==> src/rtl/core/assert_macros.svh <==
// assertion helpers shared by the rtl, all clocked on clk_i and held off during reset
`ifndef ASSERT_MACROS_SVH
`define ASSERT_MACROS_SVH

// same-cycle implication
`define PTCR_ASSERT_NOW(lbl, ante, cons, msg) \
  lbl: assert property (@(posedge clk_i) disable iff (!rst_ni) (ante) |-> (cons)) \
    else $error(msg);

// next-cycle implication
`define PTCR_ASSERT_NEXT(lbl, ante, cons, msg) \
  lbl: assert property (@(posedge clk_i) disable iff (!rst_ni) (ante) |=> (cons)) \
    else $error(msg);

`endif

==> src/rtl/core/ptcr_pkg.sv <==
// ----------------------------------------------------------------------------
// ptcr_pkg
// Field widths shared by the page table / clock replacement block.
// ----------------------------------------------------------------------------
package ptcr_pkg;

  localparam int unsigned VaW      = 8;  // virtual address width
  localparam int unsigned PaW      = 6;  // physical address result width
  localparam int unsigned EvPageW  = 6;  // evicted page result width
  localparam int unsigned VpnSpan  = 256; // table span: every value of the VaW-bit va >> offset bits

endpackage

==> src/rtl/core/ptcr_ram.sv <==
// ----------------------------------------------------------------------------
// ptcr_ram
// Generic single write / single read RAM with registered read data.
// ----------------------------------------------------------------------------
module ptcr_ram #(
  parameter int unsigned WIDTH = 8,
  parameter int unsigned DEPTH = 16
) (
  input  logic                     clk_i,
  input  logic                     we_i,
  input  logic [$clog2(DEPTH)-1:0] waddr_i,
  input  logic [WIDTH-1:0]         wdata_i,
  input  logic [$clog2(DEPTH)-1:0] raddr_i,
  output logic [WIDTH-1:0]         rdata_o
);

  logic [WIDTH-1:0] mem_q [DEPTH];
  logic [WIDTH-1:0] rdata_q;

  always_ff @(posedge clk_i) begin
    if (we_i) begin
      mem_q[waddr_i] <= wdata_i;
    end
    rdata_q <= mem_q[raddr_i];
  end

  assign rdata_o = rdata_q;

endmodule

==> src/rtl/core/page_table_clock_replacement_top.sv <==
// ----------------------------------------------------------------------------
// page_table_clock_replacement_top
// Page table with second-chance (clock) frame replacement.
// ----------------------------------------------------------------------------
// Input channel (in_valid_i / in_ready_o) carries one virtual address per
// request. Output channel (out_valid_o / out_ready_i) returns one result per
// request: physical address, fault flag and the evicted page, if any.
// After reset the block runs a clearing pass over the page table and frame
// tables, max(NUM_PAGES, NUM_FRAMES) entries long; in_ready_o stays low
// until it ends.
// A hit goes through table read and reference update (StPtChk), then result
// load (StDone), which waits while the output register is still full.
// A fault adds a sweep step (StSwChk) for each frame the hand visits
// (between 1 and NUM_FRAMES + 1 visits, set by the reference bits), then
// the owner lookup (StOwn) and the table rewrites (StOwn, StMap). All
// lookups go through RAMs with one read port and one write port per table.
// The result sits in an output register; a new request is taken while it
// waits, but the block cannot finish that request until the register is
// drained by out_ready_i.
// ----------------------------------------------------------------------------
module page_table_clock_replacement_top
  import ptcr_pkg::*;
#(
  parameter int unsigned NUM_PAGES   = 64,
  parameter int unsigned NUM_FRAMES  = 16,
  parameter int unsigned OFFSET_BITS = 2
) (
  input  logic               clk_i,
  input  logic               rst_ni,
  input  logic               in_valid_i,
  output logic               in_ready_o,
  input  logic [VaW-1:0]     virtual_address_i,
  output logic               out_valid_o,
  input  logic               out_ready_i,
  output logic [PaW-1:0]     physical_address_o,
  output logic               page_fault_o,
  output logic               evicted_valid_o,
  output logic [EvPageW-1:0] evicted_page_o
);

  `include "assert_macros.svh"

  localparam int unsigned PW       = $clog2(NUM_PAGES);
  localparam int unsigned FW       = $clog2(NUM_FRAMES);
  localparam int unsigned ClrDepth = (NUM_PAGES > NUM_FRAMES) ? NUM_PAGES : NUM_FRAMES;
  localparam int unsigned CW       = $clog2(ClrDepth);
  localparam logic [VaW-1:0] OffMask = VaW'((32'd1 << OFFSET_BITS) - 32'd1);

  localparam logic [2:0] StClear = 3'd0;
  localparam logic [2:0] StIdle  = 3'd1;
  localparam logic [2:0] StPtChk = 3'd2;
  localparam logic [2:0] StSwChk = 3'd3;
  localparam logic [2:0] StOwn   = 3'd4;
  localparam logic [2:0] StMap   = 3'd5;
  localparam logic [2:0] StDone  = 3'd6;

  // page number modulo table count, fixed at elaboration
  logic [PW-1:0] vpn_mod [VpnSpan];
  for (genvar g = 0; g < VpnSpan; g++) begin : g_vpn
    assign vpn_mod[g] = PW'(g % NUM_PAGES);
  end

  logic [2:0]    state_q, state_d;
  logic [CW-1:0] clr_q, clr_d;
  logic [FW-1:0] hand_q, hand_d, hand_nxt;
  logic          out_valid_q, out_valid_d;

  logic [PW-1:0]      page_q, page_d;
  logic [VaW-1:0]     offset_q, offset_d;
  logic [FW-1:0]      frame_q, frame_d;
  logic               fault_q, fault_d;
  logic               ev_valid_q, ev_valid_d;
  logic [PW-1:0]      ev_page_q, ev_page_d;
  logic [PaW-1:0]     pa_out_q, pa_out_d;
  logic               fault_out_q, fault_out_d;
  logic               ev_valid_out_q, ev_valid_out_d;
  logic [EvPageW-1:0] ev_page_out_q, ev_page_out_d;

  // page table: {valid, frame}
  logic          pt_we;
  logic [PW-1:0] pt_waddr, pt_raddr;
  logic [FW:0]   pt_wdata, pt_rdata;
  // reference bits
  logic          ref_we;
  logic [FW-1:0] ref_waddr, ref_raddr;
  logic          ref_wdata, ref_rdata;
  // frame owners: {owned, owner page}
  logic          own_we;
  logic [FW-1:0] own_waddr, own_raddr;
  logic [PW:0]   own_wdata, own_rdata;

  logic [VaW-1:0] vpn;
  logic [31:0]    pa_full;
  logic           accept;

  assign vpn      = VaW'(virtual_address_i >> OFFSET_BITS);
  assign hand_nxt = (hand_q == '0) ? FW'(NUM_FRAMES - 1) : hand_q - 1'b1;
  assign accept   = in_valid_i && in_ready_o;
  assign pa_full  = (32'(frame_q) << OFFSET_BITS) | 32'(offset_q);

  assign pt_raddr  = vpn_mod[vpn];
  assign ref_raddr = (state_q == StSwChk) ? hand_nxt : hand_q;
  assign own_raddr = hand_q;

  ptcr_ram #(.WIDTH(FW + 1), .DEPTH(NUM_PAGES)) u_page_ram (
    .clk_i   (clk_i),
    .we_i    (pt_we),
    .waddr_i (pt_waddr),
    .wdata_i (pt_wdata),
    .raddr_i (pt_raddr),
    .rdata_o (pt_rdata)
  );

  ptcr_ram #(.WIDTH(1), .DEPTH(NUM_FRAMES)) u_ref_ram (
    .clk_i   (clk_i),
    .we_i    (ref_we),
    .waddr_i (ref_waddr),
    .wdata_i (ref_wdata),
    .raddr_i (ref_raddr),
    .rdata_o (ref_rdata)
  );

  ptcr_ram #(.WIDTH(PW + 1), .DEPTH(NUM_FRAMES)) u_owner_ram (
    .clk_i   (clk_i),
    .we_i    (own_we),
    .waddr_i (own_waddr),
    .wdata_i (own_wdata),
    .raddr_i (own_raddr),
    .rdata_o (own_rdata)
  );

  always_comb begin
    state_d        = state_q;
    clr_d          = clr_q;
    hand_d         = hand_q;
    out_valid_d    = out_valid_q;
    page_d         = page_q;
    offset_d       = offset_q;
    frame_d        = frame_q;
    fault_d        = fault_q;
    ev_valid_d     = ev_valid_q;
    ev_page_d      = ev_page_q;
    pa_out_d       = pa_out_q;
    fault_out_d    = fault_out_q;
    ev_valid_out_d = ev_valid_out_q;
    ev_page_out_d  = ev_page_out_q;
    in_ready_o     = 1'b0;
    pt_we          = 1'b0;
    pt_waddr       = page_q;
    pt_wdata       = {1'b1, frame_q};
    ref_we         = 1'b0;
    ref_waddr      = hand_q;
    ref_wdata      = 1'b1;
    own_we         = 1'b0;
    own_waddr      = frame_q;
    own_wdata      = {1'b1, page_q};

    if (out_valid_q && out_ready_i) begin
      out_valid_d = 1'b0;
    end

    case (state_q)
      StClear: begin
        pt_we     = 1'b1;
        pt_waddr  = clr_q[PW-1:0];
        pt_wdata  = '0;
        ref_we    = 32'(clr_q) < NUM_FRAMES;
        ref_waddr = clr_q[FW-1:0];
        ref_wdata = 1'b0;
        own_we    = 32'(clr_q) < NUM_FRAMES;
        own_waddr = clr_q[FW-1:0];
        own_wdata = '0;
        clr_d     = clr_q + 1'b1;
        if (clr_q == CW'(ClrDepth - 1)) begin
          state_d = StIdle;
        end
      end
      StIdle: begin
        in_ready_o = 1'b1;
        if (in_valid_i) begin
          page_d     = pt_raddr;
          offset_d   = virtual_address_i & OffMask;
          fault_d    = 1'b0;
          ev_valid_d = 1'b0;
          ev_page_d  = '0;
          state_d    = StPtChk;
        end
      end
      StPtChk: begin
        if (pt_rdata[FW]) begin
          // hit: mark the frame referenced
          frame_d   = pt_rdata[FW-1:0];
          ref_we    = 1'b1;
          ref_waddr = pt_rdata[FW-1:0];
          ref_wdata = 1'b1;
          state_d   = StDone;
        end else begin
          // reference bit at the hand is being read this cycle
          fault_d = 1'b1;
          state_d = StSwChk;
        end
      end
      StSwChk: begin
        // clear a set bit and pass on, or claim a clear one
        ref_we    = 1'b1;
        ref_waddr = hand_q;
        ref_wdata = ~ref_rdata;
        hand_d    = hand_nxt;
        if (!ref_rdata) begin
          frame_d = hand_q;
          state_d = StOwn;
        end
      end
      StOwn: begin
        ev_valid_d = own_rdata[PW];
        ev_page_d  = own_rdata[PW] ? own_rdata[PW-1:0] : '0;
        if (own_rdata[PW]) begin
          pt_we    = 1'b1;
          pt_waddr = own_rdata[PW-1:0];
          pt_wdata = '0;
        end
        own_we  = 1'b1;
        state_d = StMap;
      end
      StMap: begin
        pt_we   = 1'b1;
        state_d = StDone;
      end
      StDone: begin
        if (!out_valid_q || out_ready_i) begin
          out_valid_d    = 1'b1;
          pa_out_d       = pa_full[PaW-1:0];
          fault_out_d    = fault_q;
          ev_valid_out_d = ev_valid_q;
          ev_page_out_d  = EvPageW'(ev_page_q);
          state_d        = StIdle;
        end
      end
      default: begin
        state_d = StIdle;
      end
    endcase
  end

  always_ff @(posedge clk_i or negedge rst_ni) begin
    if (!rst_ni) begin
      state_q     <= StClear;
      clr_q       <= '0;
      hand_q      <= FW'(NUM_FRAMES - 1);
      out_valid_q <= 1'b0;
    end else begin
      state_q     <= state_d;
      clr_q       <= clr_d;
      hand_q      <= hand_d;
      out_valid_q <= out_valid_d;
    end
  end

  always_ff @(posedge clk_i) begin
    page_q         <= page_d;
    offset_q       <= offset_d;
    frame_q        <= frame_d;
    fault_q        <= fault_d;
    ev_valid_q     <= ev_valid_d;
    ev_page_q      <= ev_page_d;
    pa_out_q       <= pa_out_d;
    fault_out_q    <= fault_out_d;
    ev_valid_out_q <= ev_valid_out_d;
    ev_page_out_q  <= ev_page_out_d;
  end

  assign out_valid_o        = out_valid_q;
  assign physical_address_o = pa_out_q;
  assign page_fault_o       = fault_out_q;
  assign evicted_valid_o    = ev_valid_out_q;
  assign evicted_page_o     = ev_page_out_q;

  `PTCR_ASSERT_NOW(a_evict_needs_fault, out_valid_o && !page_fault_o,
                   !evicted_valid_o && (evicted_page_o == '0), "eviction reported on a hit")
  `PTCR_ASSERT_NEXT(a_accept_to_lookup, accept, state_q == StPtChk,
                    "accepted request did not start a table lookup")
  `PTCR_ASSERT_NEXT(a_hand_only_sweeps, state_q != StSwChk, $stable(hand_q),
                    "clock hand moved outside a sweep")

endmodule
==> config.mk <==
export PLATFORM = sky130hd
export DESIGN_NAME = page_table_clock_replacement_top
export DESIGN_NICKNAME = d
export VERILOG_FILES = /design/src/rtl/core/ptcr_pkg.sv /design/src/rtl/core/ptcr_ram.sv /design/src/rtl/core/page_table_clock_replacement_top.sv
export VERILOG_INCLUDE_DIRS = /design/src /design/src/rtl/core
export SDC_FILE = /design/constraint.sdc
export NUM_CORES = 1
export LEC_CHECK = 0
export ABC_AREA = 1
export BUFFER_PORTS_ARGS = -buffer_cell sky130_fd_sc_hd__buf_4
export CORE_MARGIN = 5
export CORE_UTILIZATION = 35
export CTS_CLUSTER_SIZE = 12
export DETAILED_ROUTE_END_ITERATION = 10
export PLACE_DENSITY = 0.59
export SETUP_SLACK_MARGIN = 0.02
export SYNTH_ARGS = -nofsm -noshare
export SYNTH_HDL_FRONTEND = slang
export SYNTH_HIERARCHICAL = 1
export SYNTH_SLANG_ARGS = --single-unit
==> constraint.sdc <==
create_clock -name clk_i -period 3.93 [get_ports clk_i]
set_input_delay 0.1965 -clock clk_i [delete_from_list [all_inputs] [get_ports clk_i]]
set_output_delay 0.1965 -clock clk_i [all_outputs]
set_load 0.05 [all_outputs]
# Word-level counts from Yosys, hierarchy flattened
# Memories as Yosys holds them, arrays and structs flattened. A register that Yosys moved wholly into a read port is not among the register bits.
# Cells that the tools add are included.
# Widths: inputs -> output; s select.
# op_classes
n_addsub	2
n_eq_ne	13
reduce_logical	15
magnitude_cmp	2
n_bitwise	3
mux	44
# op_table
operator	n
$mux 6	5
$mux 4	6
$pmux 6 s2	2
$pmux 3 s7	1
$pmux 4 s2	2
$mux 3	5
$mux 1	14
$ne 2x2->1 const B	5
$pmux 1 s2	5
$pmux 5 s2	1
$eq 3x3->1 const B	3
$ge 9x9->1 const B	1
$not 6->9	1
$mux 7	1
$add 6x1->6 const B	1
$eq 3x2->1 const B	2
$eq 6x6->1 const B	1
$lt 6x5->1 const B	1
$or 6x2->6	1
$reduce_and 2->1	3
$reduce_and 3->1	2
$reduce_bool 2->1	3
$mux 5	1
$logic_not 4->1	1
11 further kinds	11
# word_totals
mem_bits_ro	1536
elab_cells	97
ram_bits	448
regBits	48
output_inout_bits	16
memories	4
inputBits	12
# memory_table
memory	depth	width	read_ports	rd_clocked_by_memory_dff	wr	line	text
(no name shown)	256	6	1	0	0	page_table_clock_replacement_top.sv:101	assign pt_raddr = vpn_mod[vpn];
u_page_ram.mem_q	64	5	1	1	1	ptcr_ram.sv:17	logic [WIDTH-1:0] mem_q [DEPTH];
u_owner_ram.mem_q	16	7	1	1	1	ptcr_ram.sv:17	
u_ref_ram.mem_q	16	1	1	1	1	ptcr_ram.sv:17	

# Longest topological paths before layout
# depth
depth_word	5
ltp_mapped	15
mapped_depth_nobuf	14

# Hierarchy
# The synthesis kept the hierarchy.
# by_module_without_submodules
mod	area_each_um2	n_inst	seq_area_each_um2	cells_per_inst
ptcr_ram at u_page_ram	13387.8	1	9709.3	1162
ptcr_ram at u_owner_ram	5034.8	1	3503.4	485
page_table_clock_replacement_top	2269.7	1	1376.3	234
ptcr_ram at u_ref_ram	847.1	1	500.5	96

# Worst setup path after synthesis
# No wires, ideal clock.
# synth_timing
path_kind	register -> register
from	reg state_q[2]
to	mem u_page_ram/mem_q[0][0] (netlist bit) (data pin)
slack_ns	0.543
required_ns	3.431
path_stages_with_launch	7
setup_time_ns	0.499
path_buffers	0
period_less_slack_ns	3.387
arrival_time_ns	2.888
path_cell_list	dfrtp_1 > inv_2 > nand2_4 > inv_4 > nor2_8 > inv_2 > nor2_1
# synth_via
elab_chain_len	2
elab_cells_between_ends	3
cone_classes	eq/ne (1); mux (1); reduce/logical (1)
# synth_lines
element	line	text
start, declared	page_table_clock_replacement_top.sv:63	logic [2:0] state_q, state_d;
start signal, assigned	page_table_clock_replacement_top.sv:247	state_q <= StClear;
start signal, assigned	page_table_clock_replacement_top.sv:252	state_q <= state_d;
$eq 3x3->1 or $logic_not 3->1 (tied branches)	page_table_clock_replacement_top.sv:162	case (state_q)
$pmux 5 s2 (*)	page_table_clock_replacement_top.sv:162	
via pt_wdata[0]	page_table_clock_replacement_top.sv:82	logic [FW:0] pt_wdata, pt_rdata;
end, declared	ptcr_ram.sv:17	
# Mark *: on every way through the listed nets, which the timed path passes. The rest lies on a longest branch.

# Worst setup path after layout
# layout_timing
from	reg state_q[2]
to	mem u_page_ram/mem_q[49][0] (netlist bit) (enable)
# layout_via
elab_cells_between_ends	8
cone_classes	eq/ne (2); mux (4); reduce/logical (2)
# layout_lines
element	line	text
$eq 3x3->1 or $logic_not 3->1 (tied branches)	page_table_clock_replacement_top.sv:162	
$pmux 6 s2 (*)	page_table_clock_replacement_top.sv:162	
via pt_waddr[5]	page_table_clock_replacement_top.sv:81	logic [PW-1:0] pt_waddr, pt_raddr;
# Marks and branches as above.

==> qor.tcl <==
set qor(tritoncts_num_sinks) 509
set qor(syn_nets) 1993
set qor(reg2reg_slack_ns) 0.48
set qor(fp.coreArea_mm2) 0.0614
set qor(wirelength_mm) 52.1
set qor(critical_path_class) {reg2reg}
set qor(holdCritPathClass) {in2reg}
set qor(weighted_congestion_reported_at_the_end_of_routability_driven_placement) 0.904
set qor(status) {finished clean}
set qor(synth_warnings) 6
set qor(design.die.area_mm2) 0.0666
set qor(total_power_mw) 16.3
set qor(netlist_top_cells_count) {sky130_fd_sc_hd__nand2_1, sky130_fd_sc_hd__edfxtp_1, sky130_fd_sc_hd__nand3_1}
set qor(cts_buffer_depth) 3
set qor(viasPerCell) 5.06
set qor(period_share) 0.878
set qor(synthToLayoutAreaGrowth_pct) 11.5
set qor(postRouteAntennaNets) 0
set qor(design_area_mm2) 0.0240
set qor(fraction_of_power_spent_switching_nets) 0.345
set qor(worst_ir_drop_on_vdd_mv) 0.327
set qor(route.detailed.drc) 0
set qor(timing.critical_path.to_type) {flop}
set qor(synth_async_sr_flop_share) 0.0275
set qor(rsz0062_at_grt) {false}
set qor(pwr-share-comb) 0.260
set qor(area_of_the_mapped_netlist_mm2) 0.0215
set qor(final-max-slew-violation-count) 0
set qor(clock_skew_ns) 0.0153
set qor(fmaxAchievable_mhz) 290
set qor(number_of_enable_flip_flop_cells_after_synthesis) 482
set qor(power.density_mw_per_mm2) 677
set qor(max_cap_viol_count) 0
set qor(final-setup-viol-count) 0
set qor(filler_cell_count) 5819
set qor(setup-tns-final_ns) 0
set qor(gr-total-overflow) 0
set qor(power_switching_mw) 5.61
set qor(synthMuxAreaShare) 0
set qor(clock_tree.htree_level_count) 2
set qor(synthFlopType) {sky130_fd_sc_hd__edfxtp_1}
set qor(largest_cells_by_area_after_synthesis) {sky130_fd_sc_hd__edfxtp_1, sky130_fd_sc_hd__nand2_1, sky130_fd_sc_hd__nand3_1}
set qor(critPathLaunchType) {flop}
set qor(die_height_um) 258
set qor(synth_cells) 1977
set qor(placement_rows) 91
set qor(groute.usage.overall) 0.153
set qor(combined_area_of_the_multi_input_logic_cells_mm2) 0.00529
set qor(final-seq-area_mm2) 0.0151
set qor(seq_power_share) 0.465
set qor(grt_start_max_net_pins) 103
set qor(synth_top_area_cell) {sky130_fd_sc_hd__edfxtp_1}
set qor(drt_first_pass_iters) 6
set qor(synthXorXnorAreaFrac) 0.00203
set qor(antenna_found_initial) 1
set qor(number_of_global_route_vias_before_repair) 13705
set qor(cts_tree) {yes}
set qor(yosys.area_share.simple) 0.236
set qor(power_report.internal_total_mw) 10.7
set qor(clk_root_buf) {sky130_fd_sc_hd__clkbuf_16}
set qor(worst-endpoint-required_ns) 4.13
set qor(crit_path_max_fanout) 23
set qor(buffer_ports.inserted) 27
set qor(initial_utilization) 0.351
set qor(synth_seq_cells) 509
set qor(cts_made_buffers) 52
set qor(hold_viol) 0
set qor(tightest_slew_ns) 1.19
set qor(layout-drive-gt1-share) 0.0756
set qor(hpwl_after_detailed_placement_mm) 31.8
set qor(n_antenna_cell) 0
set qor(ys_seq_area_frac) 0.701
set qor(insertion_delay_ns) 0.59
set qor(num_vias) 14294
set qor(synth.most_common_cell) {sky130_fd_sc_hd__nand2_1}
set qor(post-synth-top-area-fraction) 0.672
set qor(synthesis.area_per_instance_um2) 10.9
set qor(detail_route.iter0.violations) 1371
set qor(top_level_ports) 28
set qor(dpl_cell_area_mm2) 0.0224
set qor(timing.final.crit_period_ns) 3.45
set qor(yosysUniqueCellTypes) 35
set qor(clkTransAtPathRegs_ns) 0.06
set qor(design.final.nets) 2018
set qor(clock_network_fraction_of_design_power) 0.275
set qor(synth_adder_area_share) 0.00232
set qor(die_x_um) 258
set qor(lkg_pwr_nw) 9.23
set qor(grt_pass1_wl_mm) 80.1
set qor(post_drt_wl_per_cell_um) 18.4
set qor(synth_compound_gate_area_share) 0.00383
set qor(synth_top_family_by_area) {simple AND/OR/NAND/NOR gates}
set qor(cp.arrival_ns) 3.65
set qor(slew_headroom) 0.206
power by group through the flow:
stage	logic (mW)	registers, mW	clock network, mW
2_1_floorplan	2.76	7.49	0
3_3_place_gp	4.15	7.66	0
3_5_place_dp	4.22	7.67	0
4_1_cts	4.24	7.57	4.59
5_1_grt	4.64	7.61	4.82
6_report	4.22	7.57	4.48
final timing paths:
check,startpoint,to,cells past startpoint
worst max-delay path,state_q[2],u_page_ram/mem_q[49][0],8
worst min-delay path,in_valid_i,state_q[0],4
worst max register to register,state_q[2],u_page_ram/mem_q[49][0],8
worst min register to register,fault_q,page_fault_o,0
max in group asynchronous,rst_ni,clr_q[0],3
min in group asynchronous,rst_ni,hand_q[3],2
routing by layer:
layer / track usage / up-vias / wire [um]
li1: - / 6749 / -
met1: 0.212 / 6959 / 22200
met4: 0.0395 / 2 / 1030
met5: 0 / - / 13
met3: 0.0288 / 77 / 4100
met2: 0.251 / 507 / 24700
stage by stage:
stage	std cells	worst slack [ns]	util	hold slack (ns)
6_report	2827	0.481	0.391	0.0366
5_1_grt	2827	0.178	0.391	0.0215
4_1_cts	2827	0.451	0.391	0.000952
3_5_place_dp	2731	0.477	0.365	0.0745
3_3_place_gp	2731	0.503	0.365	0.0694
2_1_floorplan	1977	0.543	-	-0.0991
layout by cell type, fill, tap and decap left out, types with 5 or more instances in the layout:
| master | count |
|---|---|
| sky130_fd_sc_hd__buf_4 | 58 |
| sky130_fd_sc_hd__nand2_1 | 639 |
| sky130_fd_sc_hd__nor2_4 | 6 |
| sky130_fd_sc_hd__clkbuf_1 | 18 |
| sky130_fd_sc_hd__nor4_1 | 8 |
| sky130_fd_sc_hd__o21ai_0 | 12 |
| sky130_fd_sc_hd__dfrtp_1 | 10 |
| sky130_fd_sc_hd__edfxtp_1 | 482 |
| sky130_fd_sc_hd__clkbuf_16 | 53 |
| sky130_fd_sc_hd__dlygate4sd3_1 | 7 |
| sky130_fd_sc_hd__nor2_1 | 106 |
| sky130_fd_sc_hd__inv_2 | 7 |
| sky130_fd_sc_hd__nand3_1 | 394 |
| sky130_fd_sc_hd__nor3_1 | 9 |
| sky130_fd_sc_hd__dfxtp_1 | 13 |
| sky130_fd_sc_hd__nand4_1 | 11 |
| sky130_fd_sc_hd__clkinv_2 | 5 |
| sky130_fd_sc_hd__inv_1 | 152 |
| sky130_fd_sc_hd__clkinv_1 | 7 |
cell families after synthesis:
logic type / count (synthesis)
compound gates: 16
flops: 509
buf+inv: 257
fa+ha+maj: 4
xor+xnor: 5
simple gates: 1186
state kept, by name, indices dropped and copies added, names as in the netlist, 5 cells and up:
| signal | count |
|---|---|
| evicted_page_o | 6 |
| page_q | 6 |
| clr_q | 6 |
| u_owner_ram/mem_q | 112 |
| u_page_ram/rdata_o | 5 |
| ev_page_q | 6 |
| u_ref_ram/mem_q | 16 |
| physical_address_o | 6 |
| u_owner_ram/rdata_o | 7 |
| u_page_ram/mem_q | 320 |
final cells by class:
cell class | instances | area share
Clock buffer | 75 | 0.0603
Inverter | 163 | 0.0260
Multi-Input combinational cell | 1211 | 0.220
Sequential cell | 509 | 0.628
Clock inverter | 14 | 0.00302
Tap cell | 790 | 0.0412
Timing Repair Buffer | 65 | 0.0210
critical path, stage by stage, from the launching register on:
cell                       delay, ns
sky130_fd_sc_hd__dfrtp_1        0.51
sky130_fd_sc_hd__inv_2          0.14
sky130_fd_sc_hd__nand2_4        0.27
sky130_fd_sc_hd__inv_4          0.17
sky130_fd_sc_hd__nor2_8         0.37
sky130_fd_sc_hd__nand2_1        0.09
sky130_fd_sc_hd__o211ai_1       0.25
sky130_fd_sc_hd__nand4_1        0.38
sky130_fd_sc_hd__nor4_1         0.89
timing repair:
item	CTS	global route
hold buffers	7	0
buffers inserted	0	0
gates resized for setup	0	0
hold endpoints to repair	25	0
No activity file was read; power rests on OpenSTA's default activity.
